<file path="config.mk">
export PLATFORM = sky130hd
export DESIGN_NAME = distance_vector_route_table_flat
export DESIGN_NICKNAME = d
export VERILOG_FILES = /design/src/dvrt_pkg.sv /design/src/dvrt_stream_if.sv /design/src/distance_vector_route_table.sv /design/src/dvrt_ram.sv /design/src/dvrt_ctl.sv /design/src/dvrt_dp.sv /design/src/flat_wrapper.sv
export SDC_FILE = /design/constraint.sdc
export NUM_CORES = 1
export LEC_CHECK = 0
export ABC_AREA = 1
export BUFFER_PORTS_ARGS = -buffer_cell sky130_fd_sc_hd__buf_4
export CORE_MARGIN = 3
export CORE_UTILIZATION = 62
export CTS_BUF_LIST = sky130_fd_sc_hd__clkbuf_16
export CTS_CLUSTER_SIZE = 10
export DETAILED_ROUTE_END_ITERATION = 7
export GPL_TIMING_DRIVEN = 0
export PLACE_DENSITY_LB_ADDON = 0.25
export SLEW_MARGIN = 20
export SYNTH_ARGS = -nofsm -noshare
export SYNTH_HDL_FRONTEND = slang
export SYNTH_HIERARCHICAL = 1
export SYNTH_SLANG_ARGS = --single-unit
</file>
<file path="constraint.sdc">
create_clock -name clk -period 6.95 [get_ports clk]
set_input_delay 1.39 -clock clk [delete_from_list [all_inputs] [get_ports clk]]
set_output_delay 1.39 -clock clk [all_outputs]
set_load 0.02 [all_outputs]
</file>
<file path="src/dvrt_pkg.sv">
// Shared types, codes and constants of the distance-vector route table.
`default_nettype none
package dvrt_pkg;

	localparam int TABLE_ENTRIES_DEF = 16;
	localparam int COST_INFINITY_DEF = 65535;

	localparam logic [4:0] LEN_SELF     = 5'd1;
	localparam logic [4:0] LEN_NEIGHBOR = 5'd2;
	localparam logic [4:0] LEN_MAX      = 5'd31;

	typedef enum logic [2:0] {
		KIND_ADD_NBR  = 3'd0,
		KIND_ADD_SELF = 3'd1,
		KIND_UPDATE   = 3'd2,
		KIND_DEAD     = 3'd3,
		KIND_READ     = 3'd4
	} kind_t;

	localparam logic [1:0] STATUS_OK        = 2'd0;
	localparam logic [1:0] STATUS_FULL      = 2'd1;
	localparam logic [1:0] STATUS_BAD_INDEX = 2'd2;

	typedef struct packed {
		logic [2:0]  kind;
		logic [7:0]  origin_id;
		logic [15:0] link_cost;
		logic [7:0]  dest_id;
		logic [15:0] route_cost;
		logic [7:0]  route_next_hop;
		logic [4:0]  route_path_len;
		logic        last_route;
		logic [3:0]  entry_index;
	} req_t;

	typedef struct packed {
		logic [1:0]  status;
		logic        entry_changed;
		logic        packet_changed;
		logic [7:0]  out_dest;
		logic [7:0]  out_next_hop;
		logic [15:0] out_cost;
		logic [4:0]  out_path_len;
		logic [4:0]  route_total;
	} rsp_t;

	typedef struct packed {
		logic [7:0]  dest;
		logic [7:0]  hop;
		logic [15:0] cost;
		logic [4:0]  len;
	} entry_t;

	typedef struct packed {
		logic load;
		logic scan;
		logic read;
		logic commit;
		logic emit;
	} ctl_cmd_t;

	typedef struct packed {
		logic [2:0] kind;
		logic       scan_done;
	} dp_stat_t;

endpackage
`default_nettype wire

</file>
<file path="src/dvrt_stream_if.sv">
// Valid/ready stream channel carrying one payload of type T.
`default_nettype none
interface dvrt_stream_if #(parameter type T = logic);
	logic valid;
	logic ready;
	T     data;

	modport source (output valid, output data, input ready);
	modport sink (input valid, input data, output ready);
endinterface
`default_nettype wire

</file>
<file path="src/distance_vector_route_table.sv">
// Top level of the distance-vector route table.
// One request is worked at a time. Add-neighbor and add-self requests go
// through a write-back step and read requests through a memory read before
// the response step; a request of an unused kind goes straight to it. An
// update or dead-neighbor request walks the n valid entries through the
// single-read route memory, one entry per cycle; an update stops at the
// first matching entry and then writes back. The response sits in an output
// register; the next request can be accepted once the previous response has
// reached it, and a stalled response holds only the final step of the next.
// The table memory needs no clearing after reset: only data from slots below
// the entry count is used.
`default_nettype none
module distance_vector_route_table
	import dvrt_pkg::*;
#(
	parameter int TABLE_ENTRIES = TABLE_ENTRIES_DEF,
	parameter int COST_INFINITY = COST_INFINITY_DEF
) (
	input  wire logic       clk,
	input  wire logic       arst_n,
	dvrt_stream_if.sink     req,
	dvrt_stream_if.source   rsp,
	input  wire logic       cfg_we,
	input  wire logic [7:0] cfg_wdata
);
	ctl_cmd_t cmd;
	dp_stat_t stat;
	req_t     req_data;
	rsp_t     rsp_data;

	assign req_data = req.data;
	assign rsp.data = rsp_data;

	dvrt_ctl u_ctl (
		.clk       (clk),
		.arst_n    (arst_n),
		.req_valid (req.valid),
		.req_kind  (req_data.kind),
		.req_ready (req.ready),
		.rsp_valid (rsp.valid),
		.rsp_ready (rsp.ready),
		.stat      (stat),
		.cmd       (cmd)
	);

	dvrt_dp #(
		.TABLE_ENTRIES (TABLE_ENTRIES),
		.COST_INFINITY (COST_INFINITY)
	) u_dp (
		.clk       (clk),
		.arst_n    (arst_n),
		.cmd       (cmd),
		.stat      (stat),
		.req_data  (req_data),
		.cfg_we    (cfg_we),
		.cfg_wdata (cfg_wdata),
		.rsp_data  (rsp_data)
	);
endmodule
`default_nettype wire

</file>
<file path="src/dvrt_ram.sv">
// Generic single-write, single-read RAM with registered read data.
`default_nettype none
module dvrt_ram #(
	parameter int WIDTH = 8,
	parameter int DEPTH = 16
) (
	input  wire logic                     clk,
	input  wire logic                     we,
	input  wire logic [$clog2(DEPTH)-1:0] waddr,
	input  wire logic [WIDTH-1:0]         wdata,
	input  wire logic                     re,
	input  wire logic [$clog2(DEPTH)-1:0] raddr,
	output logic      [WIDTH-1:0]         rdata
);
	logic [WIDTH-1:0] mem [DEPTH];

	always_ff @(posedge clk) begin
		if (we) begin
			mem[waddr] <= wdata;
		end
		if (re) begin
			rdata <= mem[raddr];
		end
	end
endmodule
`default_nettype wire

</file>
<file path="src/dvrt_ctl.sv">
// Controller state machine sequencing load, table scan, write-back and response.
`default_nettype none
module dvrt_ctl
	import dvrt_pkg::*;
(
	input  wire logic     clk,
	input  wire logic     arst_n,
	input  wire logic     req_valid,
	input  wire logic [2:0] req_kind,
	output logic          req_ready,
	output logic          rsp_valid,
	input  wire logic     rsp_ready,
	input  wire dp_stat_t stat,
	output ctl_cmd_t      cmd
);
	typedef enum logic [2:0] {
		ST_IDLE,
		ST_SCAN,
		ST_READ,
		ST_COMMIT,
		ST_RESP
	} state_t;

	state_t state_q;
	logic   out_valid_q;
	logic   emit_ok;

	assign emit_ok    = !out_valid_q || rsp_ready;
	assign req_ready  = (state_q == ST_IDLE);
	assign rsp_valid  = out_valid_q;
	assign cmd.load   = (state_q == ST_IDLE) && req_valid;
	assign cmd.scan   = (state_q == ST_SCAN);
	assign cmd.read   = (state_q == ST_READ);
	assign cmd.commit = (state_q == ST_COMMIT);
	assign cmd.emit   = (state_q == ST_RESP) && emit_ok;

	always_ff @(posedge clk or negedge arst_n) begin
		if (!arst_n) begin
			state_q     <= ST_IDLE;
			out_valid_q <= 1'b0;
		end else begin
			if (cmd.emit) begin
				out_valid_q <= 1'b1;
			end else if (rsp_ready) begin
				out_valid_q <= 1'b0;
			end
			unique case (state_q)
				ST_IDLE: begin
					if (req_valid) begin
						unique case (req_kind)
							KIND_ADD_NBR, KIND_ADD_SELF: state_q <= ST_COMMIT;
							KIND_UPDATE, KIND_DEAD:      state_q <= ST_SCAN;
							KIND_READ:                   state_q <= ST_READ;
							default:                     state_q <= ST_RESP;
						endcase
					end
				end
				ST_SCAN: begin
					if (stat.scan_done) begin
						state_q <= (stat.kind == KIND_UPDATE) ? ST_COMMIT : ST_RESP;
					end
				end
				ST_READ:   state_q <= ST_RESP;
				ST_COMMIT: state_q <= ST_RESP;
				ST_RESP: begin
					if (emit_ok) begin
						state_q <= ST_IDLE;
					end
				end
				default: state_q <= ST_IDLE;
			endcase
		end
	end
endmodule
`default_nettype wire

</file>
<file path="src/dvrt_dp.sv">
// Datapath: request registers, route memory, scan pipeline, write-back and response register.
`default_nettype none
module dvrt_dp
	import dvrt_pkg::*;
#(
	parameter int TABLE_ENTRIES = TABLE_ENTRIES_DEF,
	parameter int COST_INFINITY = COST_INFINITY_DEF
) (
	input  wire logic       clk,
	input  wire logic       arst_n,
	input  wire ctl_cmd_t   cmd,
	output dp_stat_t        stat,
	input  wire req_t       req_data,
	input  wire logic       cfg_we,
	input  wire logic [7:0] cfg_wdata,
	output rsp_t            rsp_data
);
	localparam int AW = $clog2(TABLE_ENTRIES);
	localparam int CW = $clog2(TABLE_ENTRIES + 1);
	localparam int XW = CW + 4;
	localparam logic [15:0] INF = 16'(COST_INFINITY);

	req_t          item_q;
	logic [7:0]    own_id_q;
	logic [CW-1:0] count_q;
	logic          acc_q;
	logic [CW-1:0] iss_q;
	logic          vld_s1;
	logic [AW-1:0] idx_s1;
	logic          found_q;
	logic [AW-1:0] hit_idx_q;
	entry_t        hit_ent_q;
	logic          chg_q;
	logic          full_q;
	rsp_t          rsp_q;

	entry_t        rd_data;
	logic          rd_en;
	logic [AW-1:0] rd_addr;
	logic          wr_en;
	logic [AW-1:0] wr_addr;
	entry_t        wr_data;

	logic          is_update;
	logic          is_dead;
	logic          is_read;
	logic          more;
	logic          hit_now;
	logic          dead_hit;
	logic          tbl_full;
	logic          idx_ok;
	logic [16:0]   sum;
	logic [15:0]   ncost;
	logic [4:0]    nlen;
	logic [15:0]   nbr_cost;
	logic          replace;
	logic          force_cost;
	logic          append;
	entry_t        app_ent;
	logic          pchg;

	assign is_update = (item_q.kind == KIND_UPDATE);
	assign is_dead   = (item_q.kind == KIND_DEAD);
	assign is_read   = (item_q.kind == KIND_READ);
	assign more      = (iss_q < count_q);
	assign hit_now   = cmd.scan && vld_s1 && is_update && (rd_data.dest == item_q.dest_id);
	assign dead_hit  = cmd.scan && vld_s1 && is_dead && (rd_data.hop == item_q.origin_id);
	assign tbl_full  = (count_q == CW'(TABLE_ENTRIES));
	assign idx_ok    = (XW'(item_q.entry_index) < XW'(count_q))
		&& (XW'(item_q.entry_index) < XW'(TABLE_ENTRIES));

	assign stat.kind      = item_q.kind;
	assign stat.scan_done = hit_now || (!vld_s1 && !more);

	assign sum      = {1'b0, item_q.link_cost} + {1'b0, item_q.route_cost};
	assign ncost    = (sum > {1'b0, INF}) ? INF : sum[15:0];
	assign nlen     = (item_q.route_path_len == LEN_MAX) ? LEN_MAX
		: item_q.route_path_len + 5'd1;
	assign nbr_cost = (item_q.link_cost > INF) ? INF : item_q.link_cost;

	assign replace    = found_q && (ncost < hit_ent_q.cost)
		&& (item_q.route_next_hop != own_id_q);
	assign force_cost = found_q && !replace && (item_q.origin_id == hit_ent_q.hop);
	assign append     = (item_q.kind == KIND_ADD_NBR) || (item_q.kind == KIND_ADD_SELF)
		|| (is_update && !found_q);

	always_comb begin
		unique case (item_q.kind)
			KIND_ADD_NBR:  app_ent = '{item_q.dest_id, item_q.dest_id, nbr_cost, LEN_NEIGHBOR};
			KIND_ADD_SELF: app_ent = '{own_id_q, own_id_q, 16'd0, LEN_SELF};
			default:       app_ent = '{item_q.dest_id, item_q.origin_id, ncost, nlen};
		endcase
	end

	always_comb begin
		rd_en   = (cmd.scan && more) || cmd.read;
		rd_addr = cmd.read ? AW'(item_q.entry_index) : AW'(iss_q);
		wr_en   = 1'b0;
		wr_addr = idx_s1;
		wr_data = rd_data;
		if (dead_hit) begin
			wr_en        = 1'b1;
			wr_data.cost = INF;
		end else if (cmd.commit) begin
			if (append) begin
				wr_en   = !tbl_full;
				wr_addr = AW'(count_q);
				wr_data = app_ent;
			end else begin
				wr_en   = replace || force_cost;
				wr_addr = hit_idx_q;
				wr_data = hit_ent_q;
				wr_data.cost = ncost;
				if (replace) begin
					wr_data.hop = item_q.origin_id;
					wr_data.len = nlen;
				end
			end
		end
	end

	dvrt_ram #(
		.WIDTH ($bits(entry_t)),
		.DEPTH (TABLE_ENTRIES)
	) u_ram (
		.clk   (clk),
		.we    (wr_en),
		.waddr (wr_addr),
		.wdata (wr_data),
		.re    (rd_en),
		.raddr (rd_addr),
		.rdata (rd_data)
	);

	assign pchg = is_update && (acc_q || chg_q);

	always_ff @(posedge clk or negedge arst_n) begin
		if (!arst_n) begin
			own_id_q <= 8'd0;
			count_q  <= '0;
			acc_q    <= 1'b0;
			iss_q    <= '0;
			vld_s1   <= 1'b0;
			found_q  <= 1'b0;
			chg_q    <= 1'b0;
			full_q   <= 1'b0;
		end else begin
			if (cfg_we) begin
				own_id_q <= cfg_wdata;
			end
			if (cmd.load) begin
				iss_q   <= '0;
				vld_s1  <= 1'b0;
				found_q <= 1'b0;
				chg_q   <= 1'b0;
				full_q  <= 1'b0;
			end
			if (cmd.scan) begin
				vld_s1 <= more && !hit_now;
				if (more) begin
					iss_q <= iss_q + CW'(1);
				end
				if (hit_now) begin
					found_q <= 1'b1;
				end
				if (dead_hit) begin
					chg_q <= 1'b1;
				end
			end
			if (cmd.commit) begin
				if (append) begin
					if (tbl_full) begin
						full_q <= 1'b1;
					end else begin
						chg_q   <= 1'b1;
						count_q <= count_q + CW'(1);
					end
				end else if (replace || force_cost) begin
					chg_q <= 1'b1;
				end
			end
			if (cmd.emit && is_update) begin
				acc_q <= item_q.last_route ? 1'b0 : pchg;
			end
		end
	end

	always_ff @(posedge clk) begin
		if (cmd.load) begin
			item_q <= req_data;
		end
		if (cmd.scan) begin
			idx_s1 <= AW'(iss_q);
			if (hit_now) begin
				hit_idx_q <= idx_s1;
				hit_ent_q <= rd_data;
			end
		end
		if (cmd.emit) begin
			rsp_q.entry_changed  <= chg_q;
			rsp_q.packet_changed <= pchg;
			rsp_q.route_total    <= 5'(count_q);
			if (full_q) begin
				rsp_q.status <= STATUS_FULL;
			end else if (is_read && !idx_ok) begin
				rsp_q.status <= STATUS_BAD_INDEX;
			end else begin
				rsp_q.status <= STATUS_OK;
			end
			if (is_read && idx_ok) begin
				rsp_q.out_dest     <= rd_data.dest;
				rsp_q.out_next_hop <= rd_data.hop;
				rsp_q.out_cost     <= rd_data.cost;
				rsp_q.out_path_len <= rd_data.len;
			end else begin
				rsp_q.out_dest     <= 8'd0;
				rsp_q.out_next_hop <= 8'd0;
				rsp_q.out_cost     <= 16'd0;
				rsp_q.out_path_len <= 5'd0;
			end
		end
	end

	assign rsp_data = rsp_q;
endmodule
`default_nettype wire

</file>
<file path="src/flat_wrapper.sv">
// flat-port wrapper written by rule: the top's interface ports become plain ports
module distance_vector_route_table_flat import dvrt_pkg::*;
#(
	parameter int TABLE_ENTRIES = TABLE_ENTRIES_DEF,
	parameter int COST_INFINITY = COST_INFINITY_DEF
)
  (clk, arst_n, cfg_we, cfg_wdata, req_valid, req_data, req_ready, rsp_valid, rsp_data, rsp_ready);
  dvrt_stream_if #(.T(req_t)) req_i ();
  dvrt_stream_if #(.T(rsp_t)) rsp_i ();
  input  wire logic clk;
  input  wire logic arst_n;
  input  wire logic cfg_we;
  input  wire logic [7:0] cfg_wdata;
  input wire logic [$bits(req_i.valid)-1:0] req_valid;
  input wire logic [$bits(req_i.data)-1:0] req_data;
  output wire logic [$bits(req_i.ready)-1:0] req_ready;
  output wire logic [$bits(rsp_i.valid)-1:0] rsp_valid;
  output wire logic [$bits(rsp_i.data)-1:0] rsp_data;
  input wire logic [$bits(rsp_i.ready)-1:0] rsp_ready;
  assign req_i.valid = req_valid;
  assign req_i.data = req_data;
  assign req_ready = req_i.ready;
  assign rsp_valid = rsp_i.valid;
  assign rsp_data = rsp_i.data;
  assign rsp_i.ready = rsp_ready;
  distance_vector_route_table #(.TABLE_ENTRIES(TABLE_ENTRIES), .COST_INFINITY(COST_INFINITY)) u_core (.clk(clk), .arst_n(arst_n), .req(req_i), .rsp(rsp_i), .cfg_we(cfg_we), .cfg_wdata(cfg_wdata));
endmodule
</file>
# Word-level counts from Yosys, hierarchy flattened
# Memory sizes are Yosys's and may differ from the RTL's. A register that Yosys moved wholly into a read port is not among the register bits.
# Index checks and enable logic that the tools add are counted.
[totals]
mem_bits_rw = 592
inputBits = 82
mem_bits_ro = 0
mem_count = 1
latchBits = 0
regBits = 187
elab_cells = 159
out_inout_bits = 48
[memory_table]
columns = ["memory", "words", "word_bits", "read_ports", "rd_ports_with_merged_regs", "write_ports", "line_no", "source"]
rows = [
  ["u_core.u_dp.u_ram.mem", 16, 37, 1, 1, 1, "dvrt_ram.sv:15", "logic [WIDTH-1:0] mem [DEPTH];"],
]
[op_classes]
add_sub_neg = 4
div = 0
multipliers = 0
n_eq_ne = 21
n_mux = 49
magnitude_cmp = 5
shifts = 0
bitwise_logic = 1
n_reduce_logical = 45
[op_table]
columns = ["operator", "count"]
rows = [
  ["2-to-1 mux 37 bit", 2],
  ["case mux 37 bit (2 select lines)", 1],
  ["2-to-1 mux 16 bit", 4],
  ["2-to-1 mux 5 bit", 6],
  ["== test 8 bit", 3],
  ["2-to-1 mux 1 bit", 24],
  ["logical AND 1 bit", 19],
  ["== test 3 x 2 -> 1 bit (second input constant)", 6],
  ["adder 16 x 16 -> 17 bit", 1],
  ["greater-than comparator 17 x 16 -> 1 bit (second input constant)", 1],
  ["greater-than comparator 16 bit (second input constant)", 1],
  ["less-than comparator 16 bit", 1],
  ["2-to-1 mux 4 bit", 4],
  ["adder 5 x 1 -> 5 bit (second input constant)", 3],
  ["2-to-1 mux 3 bit", 4],
  ["case mux 3 bit (4 select lines)", 1],
  ["== test 5 bit (second input constant)", 2],
  ["== test 3 x 1 -> 1 bit (second input constant)", 3],
  ["== test 3 bit (second input constant)", 3],
  ["zero test 3 bit", 3],
  ["case mux 3 bit (3 select lines)", 1],
  ["zero test 1 bit", 8],
  ["2-to-1 mux 8 bit", 1],
  ["!= test 8 bit", 1],
  ["other kinds (11)", 22],
]

# Longest topological paths before layout
[depth]
depth_word = 15
depth_mapped = 26
depth_no_buf = 24

# Cells and area by module
# Netlist, hierarchy kept.
[by_module_without_submodules]
columns = ["module", "seq_area_each_um2", "cells_each", "area_per_inst_um2", "n_inst"]
rows = [
  ["dvrt_ram", 18888.1, 2446, 26640.6, 1],
  ["dvrt_dp", 5380.2, 945, 9532.9, 1],
  ["dvrt_ctl", 100.1, 49, 300.3, 1],
]

# Worst setup path after synthesis
# Ideal clock, no wire load.
[synth_path]
path_kind = "register to register"
from = "reg u_core/u_dp/item_q[42] (netlist name)"
to = "mem u_core/u_dp/u_ram/mem[12][0] (netlist name) (enable)"
required_time_ps = 6519
path_buffers = 1
arrival_ps = 4947
slack_ps = 1572
setup_ps = 431
period_less_slack_ps = 5378
path_stages_with_launch = 24
cell_sequence = "edfxtp_1 -> ha_1 -> inv_1 -> fa_1 -> o21ai_2 -> nand3_2 -> nand2_2 -> inv_1 -> nor2_1 -> nor2_1 -> o21ba_2 -> or2_0 -> nand3_1 -> ha_1 -> nand4_1 -> a21oi_1 -> nor4_4 -> nand2_4 -> buf_8 -> o211ai_2 -> nand2_1 -> nand2_1 -> nand3_1 -> nor2_1"
[synth_via]
elab_chain_len = 15
[synth_rtl]
columns = ["element", "line_no", "source"]
rows = [
  ["from (decl)", "dvrt_dp.sv:23", "req_t item_q;"],
  ["from (signal assigned)", "dvrt_dp.sv:190", "item_q <= req_data;"],
  ["adder 16 x 16 -> 17 bit *", "dvrt_dp.sv:75", "assign sum = {1'b0, item_q.link_cost} + {1'b0, item_q.route_cost};"],
  ["greater-than comparator 17 x 16 -> 1 bit", "dvrt_dp.sv:76", "assign ncost = (sum > {1'b0, INF}) ? INF : sum[15:0];"],
  ["2-to-1 mux 16 bit *", "dvrt_dp.sv:76", ""],
  ["less-than comparator 16 bit *", "dvrt_dp.sv:81", "assign replace = found_q && (ncost < hit_ent_q.cost)"],
  ["logical AND 1 bit *", "dvrt_dp.sv:81", ""],
  ["logical AND 1 bit *", "dvrt_dp.sv:82", "&& (item_q.route_next_hop != own_id_q);"],
  ["zero test 1 bit", "dvrt_dp.sv:83", "assign force_cost = found_q && !replace && (item_q.origin_id == hit_ent_q.hop);"],
  ["logical AND 1 bit (2 in series)", "dvrt_dp.sv:83", ""],
  ["logical OR 1 bit *", "dvrt_dp.sv:110", "wr_en = replace || force_cost;"],
  ["2-to-1 mux 1 bit *", "dvrt_dp.sv:105", "if (append) begin"],
  ["2-to-1 mux 1 bit *", "dvrt_dp.sv:104", "end else if (cmd.commit) begin"],
  ["2-to-1 mux 1 bit *", "dvrt_dp.sv:101", "if (dead_hit) begin"],
  ["via u_core.u_dp.wr_en", "dvrt_dp.sv:40", "logic wr_en;"],
  ["2-to-1 mux 1 bit *", "dvrt_ram.sv:18", "if (we) begin"],
  ["2-to-1 mux 1 bit (not written as such) *", "dvrt_ram.sv:19", "mem[waddr] <= wdata;"],
  ["to (decl)", "dvrt_ram.sv:15", ""],
]
# The timed path passes the listed nets; every way through them passes the cells marked *.

# Worst setup path after layout
[layout_path]
from = "reg u_core/u_dp/item_q[42] (netlist name)"
to = "mem u_core/u_dp/u_ram/mem[6][8] (netlist name) (enable)"
# Same word-level chain as after synthesis.

==> results.md <==
* Post-CTS Setup Inserts at 0
* Share of Yosys cell area claimed by the top area cell type at 65.0%
* Cell mode on critical path: nand2_1
* Slowest stage delay, CP at 0.80 ns
* Final nets at 3831
* Busiest grt layer: met2
* DRT Pass-1 Iters at 6
* PwrDens at 392 nW/µm²
* Least-Margin Pin Slew at 1.16 ns
* Fin Setup TNS at 0 ns
* Top Ports at 130
* DRT Wirelength at 104000 µm
* Synth Instances at 3440
* CP required at 7.28 ns
* CTS resizes at 0
* H-tree levels at 3
* Initial antenna violation count at 0
* Worst setup margin at 1.21 ns
* Worst Path Arrival at 6.07 ns
* TritonCTS clock tree: yes
* Tcrit/Tclk final at 82.5%
* Root Buffer: clkbuf_16
* Number of global-route vias before repair at 25800
* Overflow left after global routing at 0
* Final hold violations at 0
* Port-buffer cells at 129
* Die area at 61800 µm²
* Cell row count at 88
* Fill cell count at 3791
* CP cell instances: ha_1 -> inv_1 -> fa_1 -> o21ai_2 -> nand3_2 -> nand2_2 -> nand2_2 -> nand2_1 -> inv_1 -> buf_2 -> nand2_1 -> ha_1 -> a21oi_1 -> a21oi_1 -> nor4_4 -> nand2_4 -> buf_8 -> o211ai_2 -> nand2_1 -> nand2_1 -> nand3b_1 -> nor2_4 -> buf_12
* Crit path kind: reg2reg
* Sinks on Clock Net at 816
* Met3 usage at 8.16%
* Status: completed
* Via/cell ratio at 5.91
* Launch point of the worst path: u_core/u_dp/item_q[42]
* Worst r2r src: u_core/u_dp/item_q[42]
* Initial Utilization at 63.0%
* Worst-Skew Late Latency at 0.65 ns
* Max-slew violation count at 0
* Final setup viols at 0
* Final min period at 5.74 ns
* CTS buffer count at 92
* Finished Cell Area at 42000 µm²
* Largest net degree at the start of global routing at 38
* Yosys reg bits at 816
* Worst clock skew at 0.0257 ns
* Post-synth EDFFs at 789
* Async SR Flop Fraction at 3.31%
* Worst VDD drop at 312 µV
* Clk buf depth at 3
* Leading cell types by count after synthesis: nand2_1 (909), edfxtp_1 (789), inv_1 (584), nand3_1 (483), nor2_1 (154)
* Drt initial violations at 3368
* Vert. Die Dim at 249 µm
* Placement Cell Area at 39500 µm²
* Slowest-stage cell, CP: nor2_4
* Antenna-violating nets left at 0
* Top_reg_cell synth: edfxtp_1
* Min-Delay Path Class: reg2reg
* ANT cells at 0
* MaxCap Viol Count at 0
* Crit path capture type: flip-flop
* GPL Wtd Cong at 0.924
* DRC at 0
* P&R area growth vs syn at 15.2%
* First-pass GRT wire length at 154000 µm
* Clock transition at path regs at 0.06 ns
* Max Freq at 0.174 GHz
* # hold bufs at CTS at 0
* Leakage at 0.0179 µW
* Avg Cell Area, Syn at 10.6 µm²
* Dominant cell type by area after synthesis: edfxtp_1
* Startpoint Class: flip-flop
* GR met1 Demand/Resource at 43.1%
* WHS at 0.454 ns
* Sequential share of the synthesized area at 66.8%
* Top-count cell post-synth: nand2_1
* Worst hold start: u_core/u_dp/u_ram/rdata[32]
* Post-Synthesis Cell Area at 36500 µm²
* GRT Overall Usage at 33.3%
* CP top delay family: simple AND/OR/NAND/NOR gates
* Vias at 26600
* Avg WL per Cell at 23.1 µm
* Synthesized netlist net count at 3565
* Max FO, Critical Path at 20
* Number of unique standard cell types used by synthesis at 59
* Critical path buffers and inverters at 5
* Worst rel slew slack at 22.7%
* Core ar. at 57900 µm²
* Area contributors post-synth: edfxtp_1 (65%), nand2_1 (9.4%), nand3_1 (6.6%)
* Place WS at 1.38 ns
* Die Wd at 249 µm
* DPL Wire Length at 70300 µm
* Layout cell share with drive strength beyond 1 at 13.4%
* Routing usage on met2 at 52.8%
* RSZ-0062 raised after global routing: false
* Ys Warns at 6
[cell families after synthesis]
kind of cell / count (synthesis) / synth area share [%]
AND/OR/NAND/NOR: 1623 / 19.1
multiplexers: 4 / 0.123
AO/OA/AOI/OAI: 193 / 3.19
buffers and inverters: 743 / 8.84
flip-flops: 816 / 66.8
XOR/XNOR: 18 / 0.432
adder cells (fa/ha/maj): 43 / 1.50
[routing by layer]
| metal | part of all wire [%] | vias up |
|---|---|---|
| met2 | 46 | 1972 |
| li1 | - | 11900 |
| met3 | 14 | 368 |
| met4 | 5.1 | 0 |
| met5 | 0 | - |
| met1 | 35 | 12400 |
[placed cells by master, fill, tap and decap left out, drive strengths merged, types with 8 or more instances in the layout]
cell type and instances:
a21oi 76, a22oi 11, buf 297, clkbuf 115, dfrtp 27, edfxtp 789, ha 42, inv 627
nand2 927, nand3 494, nand4 10, nor2 159, nor4 8, o211ai 8, o21ai 62, o22ai 8
or2 11, xnor2 8, xor2 10
[final cells by class]
class / instances / area (µm²) / share of cell area [%]
well taps: 765 / 957 / 2.28
clock buffers: 94 / 2350 / 5.60
multi-input cells: 1881 / 9100 / 21.7
plain buffers: 146 / 980 / 2.33
clock inverters: 37 / 173 / 0.411
inverters: 597 / 2250 / 5.35
repair buffers: 172 / 1840 / 4.37
flip-flops and latches: 816 / 24400 / 58.0
[flip-flops by register name (all words and copies together), names as in the netlist]
| name | cells |
|---|---|
| u_core/u_dp/item_q | 66 |
| u_core/u_dp/u_ram/rdata | 37 |
| u_core/u_ctl/state_q | 3 |
| u_core/u_dp/count_q | 5 |
| u_core/u_ctl/rsp_valid | 1 |
| u_core/u_dp/full_q | 1 |
| u_core/u_dp/vld_s1 | 1 |
| u_core/u_dp/hit_idx_q | 4 |
| u_core/u_dp/iss_q | 5 |
| u_core/u_dp/acc_q | 1 |
| u_core/u_dp/found_q | 1 |
| u_core/u_dp/own_id_q | 8 |
| u_core/u_dp/hit_ent_q | 37 |
| u_core/u_dp/idx_s1 | 4 |
| u_core/u_dp/stat | 3 |
| u_core/u_dp/rsp_data | 46 |
| u_core/u_dp/chg_q | 1 |
| u_core/u_dp/u_ram/mem | 592 |
[per-stage QoR]
step	total power (µW)	util [%]	cells
final	16500	72.5	4508
after global routing	17000	72.5	4508
after CTS	16300	72.5	4508
after detailed placement	12100	68.2	4377
after global placement	11800	66.3	4334
after floorplan	9850	-	3440
[final timing paths]
| kind | cells after the start | end | slack, ns |
|---|---|---|---|
| setup / recovery | 23 | u_core/u_dp/u_ram/mem[6][8] | 1.21 |
| hold / removal | 0 | u_core/u_dp/hit_ent_q[32] | 0.45 |
| setup reg to reg | 23 | u_core/u_dp/u_ram/mem[6][8] | 1.21 |
| min in group asynchronous | 1 | u_core/u_ctl/rsp_valid | 0.68 |
| max in group asynchronous | 1 | u_core/u_dp/own_id_q[0] | 5.97 |
| hold reg to reg | 0 | u_core/u_dp/hit_ent_q[32] | 0.45 |
[power breakdown]
part	internal, µW	switching (µW)	total, µW
registers	6360	223	6580
clock network	2390	1810	4200
logic	1560	4120	5680
total	10300	6150	16500
No activity file was read; power rests on OpenSTA's default activity.
